<file path="config.mk">
export PLATFORM = sky130hd
export DESIGN_NAME = ax25_header_parser_core
export DESIGN_NICKNAME = d
export VERILOG_FILES = /design/src/rtl/ax25hp_pkg.sv /design/src/rtl/ax25_header_parser_core.sv /design/src/rtl/ax25hp_in_stage.sv /design/src/rtl/ax25hp_parse.sv /design/src/rtl/ax25hp_out_reg.sv
export VERILOG_INCLUDE_DIRS = /design/src /design/src/rtl
export SDC_FILE = /design/constraint.sdc
export NUM_CORES = 1
export LEC_CHECK = 0
export BUFFER_PORTS_ARGS = -buffer_cell sky130_fd_sc_hd__buf_2
export CORE_ASPECT_RATIO = 1.4
export CORE_MARGIN = 1.5
export CORE_UTILIZATION = 30
export CTS_CLUSTER_DIAMETER = 200
export DETAILED_ROUTE_END_ITERATION = 10
export GPL_TIMING_DRIVEN = 0
export HOLD_SLACK_MARGIN = 0.08
export PLACE_DENSITY = 0.48
export SKIP_LAST_GASP = 1
export SYNTH_ARGS = -nofsm -noshare
export SYNTH_HDL_FRONTEND = slang
export SYNTH_SLANG_ARGS = --single-unit
</file>
<file path="constraint.sdc">
create_clock -name clk -period 26.4 [get_ports clk]
set_clock_uncertainty 0.2 [all_clocks]
set_input_delay 3.96 -clock clk [delete_from_list [all_inputs] [get_ports clk]]
set_output_delay 3.96 -clock clk [all_outputs]
set_load 0.01 [all_outputs]
</file>
<file path="src/rtl/ax25_header_parser_core_assert.svh">
// Assertion macros for the AX.25 header parser.
`ifndef AX25_HEADER_PARSER_CORE_ASSERT_SVH
`define AX25_HEADER_PARSER_CORE_ASSERT_SVH

`ifndef SYNTHESIS

// Property holds at every clock edge outside reset.
`define AX25HP_ASSERT(lbl, clk, rst_n, prop) \
  lbl: assert property (@(posedge clk) disable iff (!rst_n) (prop)) \
    else $error("ax25hp assertion failed");

// Condition implies consequence in the next cycle.
`define AX25HP_ASSERT_NXT(lbl, clk, rst_n, cond, cons) \
  lbl: assert property (@(posedge clk) disable iff (!rst_n) (cond) |=> (cons)) \
    else $error("ax25hp assertion failed");

`else

`define AX25HP_ASSERT(lbl, clk, rst_n, prop)
`define AX25HP_ASSERT_NXT(lbl, clk, rst_n, cond, cons)

`endif

`endif

</file>
<file path="src/rtl/ax25hp_pkg.sv">
// Shared types and constants of the AX.25 header parser.
`default_nettype none

package ax25hp_pkg;

  localparam int MAX_DIGIPEATERS = 7;
  localparam int CALL_CHARS      = 6;
  localparam int CALL_W          = 8 * CALL_CHARS;

  localparam logic [6:0] CHAR_SPACE = 7'h20;

  localparam logic       KIND_ADDR = 1'b0;
  localparam logic       KIND_HDR  = 1'b1;

  localparam logic [1:0] ROLE_DEST = 2'd0;
  localparam logic [1:0] ROLE_SRC  = 2'd1;
  localparam logic [1:0] ROLE_DIGI = 2'd2;

  typedef struct packed {
    logic [7:0] data_byte;
    logic       frame_start;
  } item_t;

  typedef struct packed {
    logic              kind;
    logic [1:0]        role;
    logic [2:0]        digi_index;
    logic [CALL_W-1:0] callsign;
    logic [3:0]        ssid;
    logic              repeated_flag;
    logic              last_flag;
    logic [7:0]        ctrl;
    logic [7:0]        pid;
    logic [2:0]        digi_count;
    logic              header_done;
  } res_t;

endpackage

`default_nettype wire

</file>
<file path="src/rtl/ax25_header_parser_core.sv">
// Top level of the AX.25 address header parser.
//
//   channel | signals                      | direction
//   in      | in_valid/in_ready, 2 fields  | byte stream in
//   out     | out_valid/out_ready, 11 flds | decoded fields out
//
// One byte per cycle while the result is not stalled; a byte goes through the input register,
// then is decoded into the result register.
// Parse state advances only when the input register moves into the result stage.
// A stalled result holds the stage; one more byte waits in the input register.
// Synchronous active-low reset empties both stages and returns to the address phase.
`default_nettype none

module ax25_header_parser_core (
  input  wire logic        clk,
  input  wire logic        rst_n,
  input  wire logic        in_valid,
  output logic             in_ready,
  input  wire logic [7:0]  in_data_byte,
  input  wire logic        in_frame_start,
  output logic             out_valid,
  input  wire logic        out_ready,
  output logic             out_kind,
  output logic [1:0]       out_role,
  output logic [2:0]       out_digi_index,
  output logic [47:0]      out_callsign,
  output logic [3:0]       out_ssid,
  output logic             out_repeated_flag,
  output logic             out_last_flag,
  output logic [7:0]       out_ctrl,
  output logic [7:0]       out_pid,
  output logic [2:0]       out_digi_count,
  output logic             out_header_done
);
  import ax25hp_pkg::*;

  item_t in_item;
  item_t s1_item;
  logic  s1_valid;
  logic  adv;
  logic  fire;
  logic  emit;
  res_t  res;
  res_t  out_res;

  assign in_item.data_byte   = in_data_byte;
  assign in_item.frame_start = in_frame_start;
  assign fire                = s1_valid && adv;

  ax25hp_in_stage u_in (
    .clk      (clk),
    .rst_n    (rst_n),
    .in_valid (in_valid),
    .in_ready (in_ready),
    .in_item  (in_item),
    .adv      (adv),
    .s1_valid (s1_valid),
    .s1_item  (s1_item)
  );

  ax25hp_parse u_parse (
    .clk   (clk),
    .rst_n (rst_n),
    .fire  (fire),
    .item  (s1_item),
    .emit  (emit),
    .res   (res)
  );

  ax25hp_out_reg u_out (
    .clk       (clk),
    .rst_n     (rst_n),
    .load      (fire && emit),
    .res       (res),
    .adv       (adv),
    .out_valid (out_valid),
    .out_ready (out_ready),
    .out_res   (out_res)
  );

  assign out_kind          = out_res.kind;
  assign out_role          = out_res.role;
  assign out_digi_index    = out_res.digi_index;
  assign out_callsign      = out_res.callsign;
  assign out_ssid          = out_res.ssid;
  assign out_repeated_flag = out_res.repeated_flag;
  assign out_last_flag     = out_res.last_flag;
  assign out_ctrl          = out_res.ctrl;
  assign out_pid           = out_res.pid;
  assign out_digi_count    = out_res.digi_count;
  assign out_header_done   = out_res.header_done;

endmodule

`default_nettype wire

</file>
<file path="src/rtl/ax25hp_in_stage.sv">
// Input register stage of the AX.25 header parser.
`default_nettype none

module ax25hp_in_stage (
  input  wire logic           clk,
  input  wire logic           rst_n,
  input  wire logic           in_valid,
  output logic                in_ready,
  input  wire ax25hp_pkg::item_t in_item,
  input  wire logic           adv,
  output logic                s1_valid,
  output ax25hp_pkg::item_t   s1_item
);
  import ax25hp_pkg::*;

  logic  s1_valid_r;
  item_t item_r;

  assign in_ready = !s1_valid_r || adv;
  assign s1_valid = s1_valid_r;
  assign s1_item  = item_r;

  always_ff @(posedge clk) begin
    if (!rst_n) begin
      s1_valid_r <= 1'b0;
    end else if (in_ready) begin
      s1_valid_r <= in_valid;
    end
  end

  always_ff @(posedge clk) begin
    if (in_valid && in_ready) begin
      item_r <= in_item;
    end
  end

endmodule

`default_nettype wire

</file>
<file path="src/rtl/ax25hp_parse.sv">
// Header parse state and per-byte decode of the AX.25 header parser.
`default_nettype none

`include "ax25_header_parser_core_assert.svh"

module ax25hp_parse (
  input  wire logic              clk,
  input  wire logic              rst_n,
  input  wire logic              fire,
  input  wire ax25hp_pkg::item_t item,
  output logic                   emit,
  output ax25hp_pkg::res_t       res
);
  import ax25hp_pkg::*;

  typedef enum logic [1:0] {
    PH_ADDR = 2'd0,
    PH_CTRL = 2'd1,
    PH_PID  = 2'd2,
    PH_BODY = 2'd3
  } phase_t;

  localparam logic [3:0] MAX_DIGI = 4'(MAX_DIGIPEATERS);
  localparam logic [2:0] CHARS    = 3'(CALL_CHARS);

  phase_t            phase_r, phase_nxt, ph;
  logic [2:0]        bpos_r, bpos_nxt, bpos;
  logic [3:0]        aidx_r, aidx_nxt, aidx;
  logic [CALL_W-1:0] cs_r, cs_nxt, cs;
  logic [2:0]        cc_r, cc_nxt, cc;
  logic [7:0]        ctrl_r, ctrl_nxt, ctrl;

  logic [7:0] b;
  logic [6:0] x;
  logic [3:0] aidx_m1;
  logic [3:0] aidx_m2;
  logic [1:0] role;
  logic       last;
  logic       done;

  assign b       = item.data_byte;
  assign x       = b[7:1];
  assign last    = b[0];

  always_comb begin
    if (item.frame_start) begin
      ph   = PH_ADDR;
      bpos = '0;
      aidx = '0;
      cs   = '0;
      cc   = '0;
      ctrl = '0;
    end else begin
      ph   = phase_r;
      bpos = bpos_r;
      aidx = aidx_r;
      cs   = cs_r;
      cc   = cc_r;
      ctrl = ctrl_r;
    end
  end

  assign aidx_m1 = aidx - 4'd1;
  assign aidx_m2 = aidx - 4'd2;

  always_comb begin
    priority if (aidx == 4'd0) begin
      role = ROLE_DEST;
    end else if (aidx == 4'd1) begin
      role = ROLE_SRC;
    end else begin
      role = ROLE_DIGI;
    end
  end

  always_comb begin
    unique case (role)
      ROLE_DEST: done = 1'b0;
      ROLE_SRC:  done = last;
      default:   done = last || (aidx_m1 >= MAX_DIGI);
    endcase
  end

  always_comb begin
    phase_nxt = ph;
    bpos_nxt  = bpos;
    aidx_nxt  = aidx;
    cs_nxt    = cs;
    cc_nxt    = cc;
    ctrl_nxt  = ctrl;
    emit      = 1'b0;
    res       = '0;
    unique case (ph)
      PH_ADDR: begin
        if (bpos < CHARS) begin
          if (x != CHAR_SPACE && cc < CHARS) begin
            for (int i = 0; i < CALL_CHARS; i++) begin
              if (cc == 3'(CALL_CHARS - 1 - i)) begin
                cs_nxt[i*8 +: 8] = cs[i*8 +: 8] | {1'b0, x};
              end
            end
            cc_nxt = cc + 3'd1;
          end
          bpos_nxt = bpos + 3'd1;
        end else begin
          emit              = 1'b1;
          res.kind          = KIND_ADDR;
          res.role          = role;
          res.digi_index    = (role == ROLE_DIGI) ? aidx_m2[2:0] : 3'd0;
          res.callsign      = cs;
          res.ssid          = b[4:1];
          res.repeated_flag = b[7];
          res.last_flag     = last;
          bpos_nxt          = '0;
          cs_nxt            = '0;
          cc_nxt            = '0;
          if (done) begin
            phase_nxt = PH_CTRL;
          end else begin
            aidx_nxt = aidx + 4'd1;
          end
        end
      end
      PH_CTRL: begin
        ctrl_nxt  = b;
        phase_nxt = PH_PID;
      end
      PH_PID: begin
        emit            = 1'b1;
        res.kind        = KIND_HDR;
        res.ctrl        = ctrl;
        res.pid         = b;
        res.digi_count  = (aidx >= 4'd1) ? aidx_m1[2:0] : 3'd0;
        res.header_done = 1'b1;
        phase_nxt       = PH_BODY;
      end
      PH_BODY: begin
      end
    endcase
  end

  always_ff @(posedge clk) begin
    if (!rst_n) begin
      phase_r <= PH_ADDR;
      bpos_r  <= '0;
      aidx_r  <= '0;
      cs_r    <= '0;
      cc_r    <= '0;
      ctrl_r  <= '0;
    end else if (fire) begin
      phase_r <= phase_nxt;
      bpos_r  <= bpos_nxt;
      aidx_r  <= aidx_nxt;
      cs_r    <= cs_nxt;
      cc_r    <= cc_nxt;
      ctrl_r  <= ctrl_nxt;
    end
  end

  `AX25HP_ASSERT(a_cc_range, clk, rst_n, cc_r <= CHARS)
  `AX25HP_ASSERT(a_aidx_range, clk, rst_n, aidx_r <= MAX_DIGI + 4'd1)
  `AX25HP_ASSERT_NXT(a_hdr_to_body, clk, rst_n, fire && emit && res.kind == KIND_HDR,
                     phase_r == PH_BODY)
  `AX25HP_ASSERT_NXT(a_addr_restart, clk, rst_n, fire && emit && res.kind == KIND_ADDR,
                     bpos_r == 3'd0 && cc_r == 3'd0 && cs_r == '0)

endmodule

`default_nettype wire

</file>
<file path="src/rtl/ax25hp_out_reg.sv">
// Result register of the AX.25 header parser.
`default_nettype none

module ax25hp_out_reg (
  input  wire logic             clk,
  input  wire logic             rst_n,
  input  wire logic             load,
  input  wire ax25hp_pkg::res_t res,
  output logic                  adv,
  output logic                  out_valid,
  input  wire logic             out_ready,
  output ax25hp_pkg::res_t      out_res
);
  import ax25hp_pkg::*;

  logic out_valid_r;
  res_t res_r;

  assign adv       = !out_valid_r || out_ready;
  assign out_valid = out_valid_r;
  assign out_res   = res_r;

  always_ff @(posedge clk) begin
    if (!rst_n) begin
      out_valid_r <= 1'b0;
    end else if (adv) begin
      out_valid_r <= load;
    end
  end

  always_ff @(posedge clk) begin
    if (adv && load) begin
      res_r <= res;
    end
  end

endmodule

`default_nettype wire

</file>
# --- Word level (Yosys, flattened, before mapping) ---
# Cells that the tools add are included.
op_classes:
  bitwise: 8
  n_addsub: 5
  n_reduce_logical: 17
  mux: 34
  n_lt_le_gt_ge: 4
  eq_ne: 11
ops:
  columns: ["cell", "count"]
  rows:
  - ["two-way mux 48 bit", 4]
  - ["two-way mux 8 bit", 8]
  - ["bitwise OR 8 x 7 -> 8 bit", 6]
  - ["two-way mux 3 bit", 7]
  - ["two-way mux 4 bit", 4]
  - ["two-way mux 2 bit", 5]
  - ["inequality test 7 x 6 -> 1 bit (second input constant)", 1]
  - ["adder 3 x 1 -> 3 bit (second input constant)", 2]
  - ["equality test 3 x 2 -> 1 bit (second input constant)", 2]
  - ["equality test 3 bit (second input constant)", 2]
  - ["less-than comparator 3 bit (second input constant)", 2]
  - ["case mux 1 bit (2 select lines)", 3]
  - ["case mux 2 bit (3 select lines)", 1]
  - ["logical AND 1 bit", 5]
  - ["adder 4 x 1 -> 4 bit (second input constant)", 1]
  - ["equality test 2 x 1 -> 1 bit (second input constant)", 2]
  - ["equality test 2 bit (second input constant)", 2]
  - ["equality test 4 x 1 -> 1 bit (second input constant)", 1]
  - [">= comparator 4 x 1 -> 1 bit (second input constant)", 1]
  - [">= comparator 4 x 3 -> 1 bit (second input constant)", 1]
  - ["logical NOT 2 bit", 2]
  - ["logical NOT 4 bit", 1]
  - ["subtractor 4 x 1 -> 4 bit (second input constant)", 1]
  - ["equality test 3 x 1 -> 1 bit (second input constant)", 1]
  - ["other kinds (9)", 14]
totals:
  wordCells: 100
  register_bits: 159
  input_bits: 13
  output_inout_bits: 82

# --- Longest topological paths before layout ---
logic_depth:
  depth_word: 9
  depth_mapped: 9
  depth_no_buf: 8

# --- Modules after synthesis ---
# From an unflattened synthesis, not the netlist that was laid out.
hier_totals:
  hier_cells: 513
  area_unflattened_um2: 6287.3
by_module_without_submodules:
  columns: ["mod", "seq_area_each_um2", "area_per_inst_um2", "instances", "cells_per_inst"]
  rows:
  - ["ax25hp_parse", 1361.3, 3487.1, 1, 412]
  - ["ax25hp_out_reg", 2422.3, 2459.9, 1, 85]
  - ["ax25hp_in_stage", 290.3, 327.8, 1, 14]
  - ["ax25_header_parser_core", 0.0, 12.5, 1, 2]

# --- Least setup slack after synthesis ---
# OpenSTA, ideal clock, no wires.
synth_path:
  kind: "input to register"
  start: "input port out_ready"
  end: "register u_out.res_r, in the netlist u_out.out_res[10], enable pin"
  required_ns: 25.564
  path_stages: 3
  setup_ns: 0.636
  path_slack_ns: 15.360
  arrival_time_ns: 10.204
  path_buffers: 0
  cell_sequence: "nand2b_1 -> nand2_1 -> a211oi_1"
synth_via:
  elab_chain_len: 4
synth_lines:
  columns: ["element", "line", "text"]
  rows:
  - ["start: declaration", "ax25_header_parser_core.sv:22", "input wire logic out_ready,"]
  - ["logical OR 1 bit *", "ax25hp_out_reg.sv:19", "assign adv = !out_valid_r || out_ready;"]
  - ["logical AND 1 bit", "ax25_header_parser_core.sv:48", "assign fire = s1_valid && adv;"]
  - ["logical AND 1 bit", "ax25_header_parser_core.sv:73", ".load (fire && emit),"]
  - ["logical AND 1 bit *", "ax25hp_out_reg.sv:32", "if (adv && load) begin"]
  - ["end signal: assignment", "ax25hp_out_reg.sv:33", "res_r <= res;"]
  - ["end: declaration", "ax25hp_out_reg.sv:17", "res_t res_r;"]
# Every way passes the cells marked *; elsewhere a longest branch is shown, timed or not.
# A chain may end at the register's enable or synchronous reset.

# --- Worst setup path in the final report ---
layout_path:
  start: "input port out_ready"
  end: "output port in_ready"
layout_via:
  elab_chain_len: 2
layout_lines:
  columns: ["element", "line", "text"]
  rows:
  - ["logical OR 1 bit", "ax25hp_out_reg.sv:19", null]
  - ["logical OR 1 bit", "ax25hp_in_stage.sv:19", "assign in_ready = !s1_valid_r || adv;"]
  - ["end: declaration", "ax25_header_parser_core.sv:18", "output logic in_ready,"]
# No other way between the ends.

==> reports/qor.csv <==
stage,metric,value,unit
status,outcome,"complete, no violations",
pwr,p_int,0.000429,W
timing,fin_crit,8670,ps
drt,drt_iter0_markers,216,
setup_path,crit_fanout,3,
clock_network,cts_root_buf,clkbuf_16,
clock_network,cts_hold_buf,0,
synthesis,ys_types,55,
drt,via_per_inst,4.63,
global_routing,grt_pass1_vias,3916,
synthesis,synth_adder_area_share,2.44,%
timing,max_freq,115,MHz
global_routing,grt_max_degree,23,
setup_path,crit_type,in -> out,
global_routing,grt_pass1_wl,21600,um
clock_network,clock-sinks,158,
die,core,20000,um2
global_routing,use_met1,16.3,%
clock_network,htree_levels,4,
pwr,ir_drop,0.0329,mV
pwr,p_clk_share,48.5,%
placement,numPortBuffers,94,
synthesis,async_reset_ff_share,0,%
drt,ant_nets,0,
global_routing,overflow,0,
synthesis,syn-cell-area,6150,um2
timing,hold_viol_final,0,
timing,hold-worst-slack,269,ps
clock_network,cts_tree,done,
layout,drive_above_1_share,23.5,%
synthesis,synthFlopType,edfxtp_1,
timing,drv_slew,0,
setup_path,worst_setup_path_end_kind,output port,
synthesis,synth_top_family_by_area,simple AND/OR/NAND/NOR gates,
die,die_w,124,um
layout,stdcell_area,7670,um2
setup_path,slowest_delay,190,ps
layout,layout.nets,617,
synthesis,ys_top_cells_by_area,"edfxtp_1, dfxtp_1, and2_1",
job,drv_cap,0,
die,dieArea,21400,um2
placement,placed_cell_area,7030,um2
layout,area_delta_synth_final,24.8,%
clock_network,numCtsBuffers,17,
synthesis,synth_area_per_cell,12.9,um2
pwr,switching_share,21.0,%
die,pin_count,95,
synthesis,yosys.area_share.simple,16.4,%
synthesis,synth.most_common_cell,edfxtp_1,
timing,finalSetupViolCount,0,
clock_network,cts_setup_buffers,0,
synthesis,synth_top_area_cell,edfxtp_1,
setup_path,worstPathCellList,buf_2 -> nor2b_1 -> nand2_1 -> buf_2,
setup_path,cp_common_cell,buf_2,
pwr,share_comb_of_total_power,3.2,%
synthesis,synth_xor_area_share,0.570,%
timing,tightest_slew,851,ps
pwr,cellPowerDensity,70.8,nW/um2
drt,route.vias.total,3962,
global_routing,grt_usage,13.7,%
global_routing,gr-usage-met2,24.2,%
min_path,min_path_type,reg -> reg,
drt,wl_per_cell,16.6,um
layout,antenna_cells,0,
synthesis,synth-compound-area-share,11.5,%
setup_path,worstPathArrival,4510,ps
timing,max_slew_margin,43.1,%
die,start_util,30.8,%
clock_network,clkTransAtPathRegs,60,ps
drt,route.detailed.drc,0,
setup_path,cp-start-kind,input port,
pwr,p_leak,2.86,nW
drt,dr.pass1.iters,5,
timing,tns,0,ps
synthesis,yosysSeqAreaShare,65.7,%
die,die_y,172,um
synthesis,ys_warn_count,0,
setup_path,crit_path_top_delay_cell,nor2b_1,
layout,fill_cells,1958,
synthesis,synth_enable_flop_cells,88,
synthesis,ys_ff_latch,158,
setup_path,crit_family,simple AND/OR/NAND/NOR gates,
synthesis,synth_common_cells,"edfxtp_1, and2_1, dfxtp_1, nor2b_1, a22o_1",
placement,hpwl,10000,um
drt,finalWirelength,14200,um
timing,timing.final.crit_share,32.8,%
pwr,pwr-share-seq,48.3,%
pwr,p_sw,0.000114,W
synthesis,synth_top_cell_area_share,43.0,%
synthesis,synth.net_count,500,
timing,rsz0062_at_grt,false,
global_routing,antenna_found_initial,0,
placement,gp_congestion,0.786,
synthesis,synth_mux_area_share,0.346,%
die,num_rows,61,
clock_network,cts_resized,0,
clock_network,worstSkewPairLatency,420,ps
clock_network,cts_buffer_depth,2,
setup_path,critPathBufInv,2,
global_routing,top_usage_layer,met2,
setup_path,required,22240,ps
synthesis,synth_cells,475,
global_routing,use_met3,3.03,%
[cell type report]
type / count / area [um2] / area share, %
Multi-Input combinational cell: 273 / 1930 / 25.2
Timing Repair Buffer: 98 / 556 / 7.24
Buffer: 33 / 144 / 1.87
Tap cell: 252 / 315 / 4.11
Clock buffer: 21 / 492 / 6.41
Sequential cell: 158 / 4040 / 52.7
Clock inverter: 10 / 149 / 1.94
Inverter: 11 / 41.3 / 0.538
[path summary, 6_finish.rpt]
kind                                     start                        endpoint  slack, ps  depth (start not counted)
setup / recovery                     out_ready                        in_ready      17730                          4
hold / removal    u_parse.cc_r[2]$_SDFFE_PN0P_    u_parse.cc_r[2]$_SDFFE_PN0P_        270                          2
setup reg to reg     u_in.s1_item[0]$_DFFE_PP_  u_parse.aidx_r[3]$_SDFFE_PN0P_      23240                          9
hold reg to reg   u_parse.cc_r[2]$_SDFFE_PN0P_    u_parse.cc_r[2]$_SDFFE_PN0P_        270                          2
[flip-flops by register name, indices dropped and copies added, names as in the netlist]
register,flops
u_out.out_res,79
u_parse.cs_r,48
u_in.s1_item,9
u_parse.ctrl_r,8
u_parse.aidx_r,4
u_parse.bpos_r,3
u_parse.cc_r,3
u_parse.phase_r,2
u_in.s1_valid,1
u_out.out_valid,1
[power groups by stage]
stage | registers [W] | clock network (W) | logic [W]
after floorplan | 0.000267 | 0 | 0.0000109
after global placement | 0.000268 | 0 | 0.0000171
after detailed placement | 0.000268 | 0 | 0.0000176
after CTS | 0.000262 | 0.000268 | 0.0000176
after global routing | 0.000263 | 0.000280 | 0.0000190
final | 0.000262 | 0.000264 | 0.0000173
[logic make-up after synthesis]
family	count (synthesis)
AND/OR/NAND/NOR	166
flip-flops	158
AO/OA/AOI/OAI	89
buffers and inverters	44
adder cells (fa/ha/maj)	12
XOR/XNOR	4
multiplexers	2
[metrics by stage]
stage / power [W] / setup WS [ps] / util, % / cells
2_1_floorplan: 0.000278 / 15360 / - / 475
3_3_place_gp: 0.000285 / 12490 / 34.7 / 821
3_5_place_dp: 0.000285 / 17750 / 35.2 / 825
4_1_cts: 0.000548 / 17750 / 38.4 / 856
5_1_grt: 0.000561 / 17710 / 38.4 / 856
6_report: 0.000543 / 17730 / 38.4 / 856
[routing by layer]
| layer | part of all wire (%) | up-vias |
|---|---|---|
| met4 | 1.2 | 0 |
| li1 | - | 1936 |
| met2 | 53 | 74 |
| met3 | 3.5 | 12 |
| met1 | 42 | 1940 |
| met5 | 0 | - |
[layout by cell type (no fill, tap or decap), types with 2 or more instances in the layout]
master / netlist / layout
nor3_1: 2 / 2
buf_16: 0 / 2
buf_1: 3 / 3
o21a_1: 2 / 2
a221o_1: 2 / 2
a21boi_1: 4 / 4
nand4_1: 2 / 2
nor2_1: 9 / 9
nand2_1: 21 / 21
nand2b_1: 3 / 3
bufinv_16: 0 / 3
a21oi_1: 5 / 5
inv_6: 0 / 2
nor2b_1: 30 / 30
o211ai_1: 2 / 2
buf_6: 2 / 2
xnor2_1: 3 / 3
o21ai_0: 5 / 5
clkbuf_8: 0 / 3
buf_2: 1 / 95
nand3b_1: 2 / 2
o21bai_1: 2 / 2
a211oi_1: 4 / 3
nand3_1: 2 / 2
edfxtp_1: 88 / 88
a22oi_1: 22 / 22
o22ai_1: 2 / 2
dfxtp_1: 70 / 70
clkbuf_1: 26 / 26
inv_1: 11 / 11
clkbuf_16: 0 / 18
and2_1: 75 / 75
ha_1: 12 / 12
buf_8: 0 / 2
a21boi_0: 2 / 2
a22o_1: 28 / 28
nor4b_2: 2 / 2
and3_1: 8 / 8
clkinvlp_4: 0 / 2
[worst reg2reg max path, stage by stage (launching register included)]
cell and delay (ps):
edfxtp_1 480, inv_1 110, clkbuf_1 270, nand2_1 250, ha_1 310, or3b_1 370
a211oi_1 450, nand4_1 180, or3_1 340, a21boi_1 140
Power figures use the tool's default switching activity.
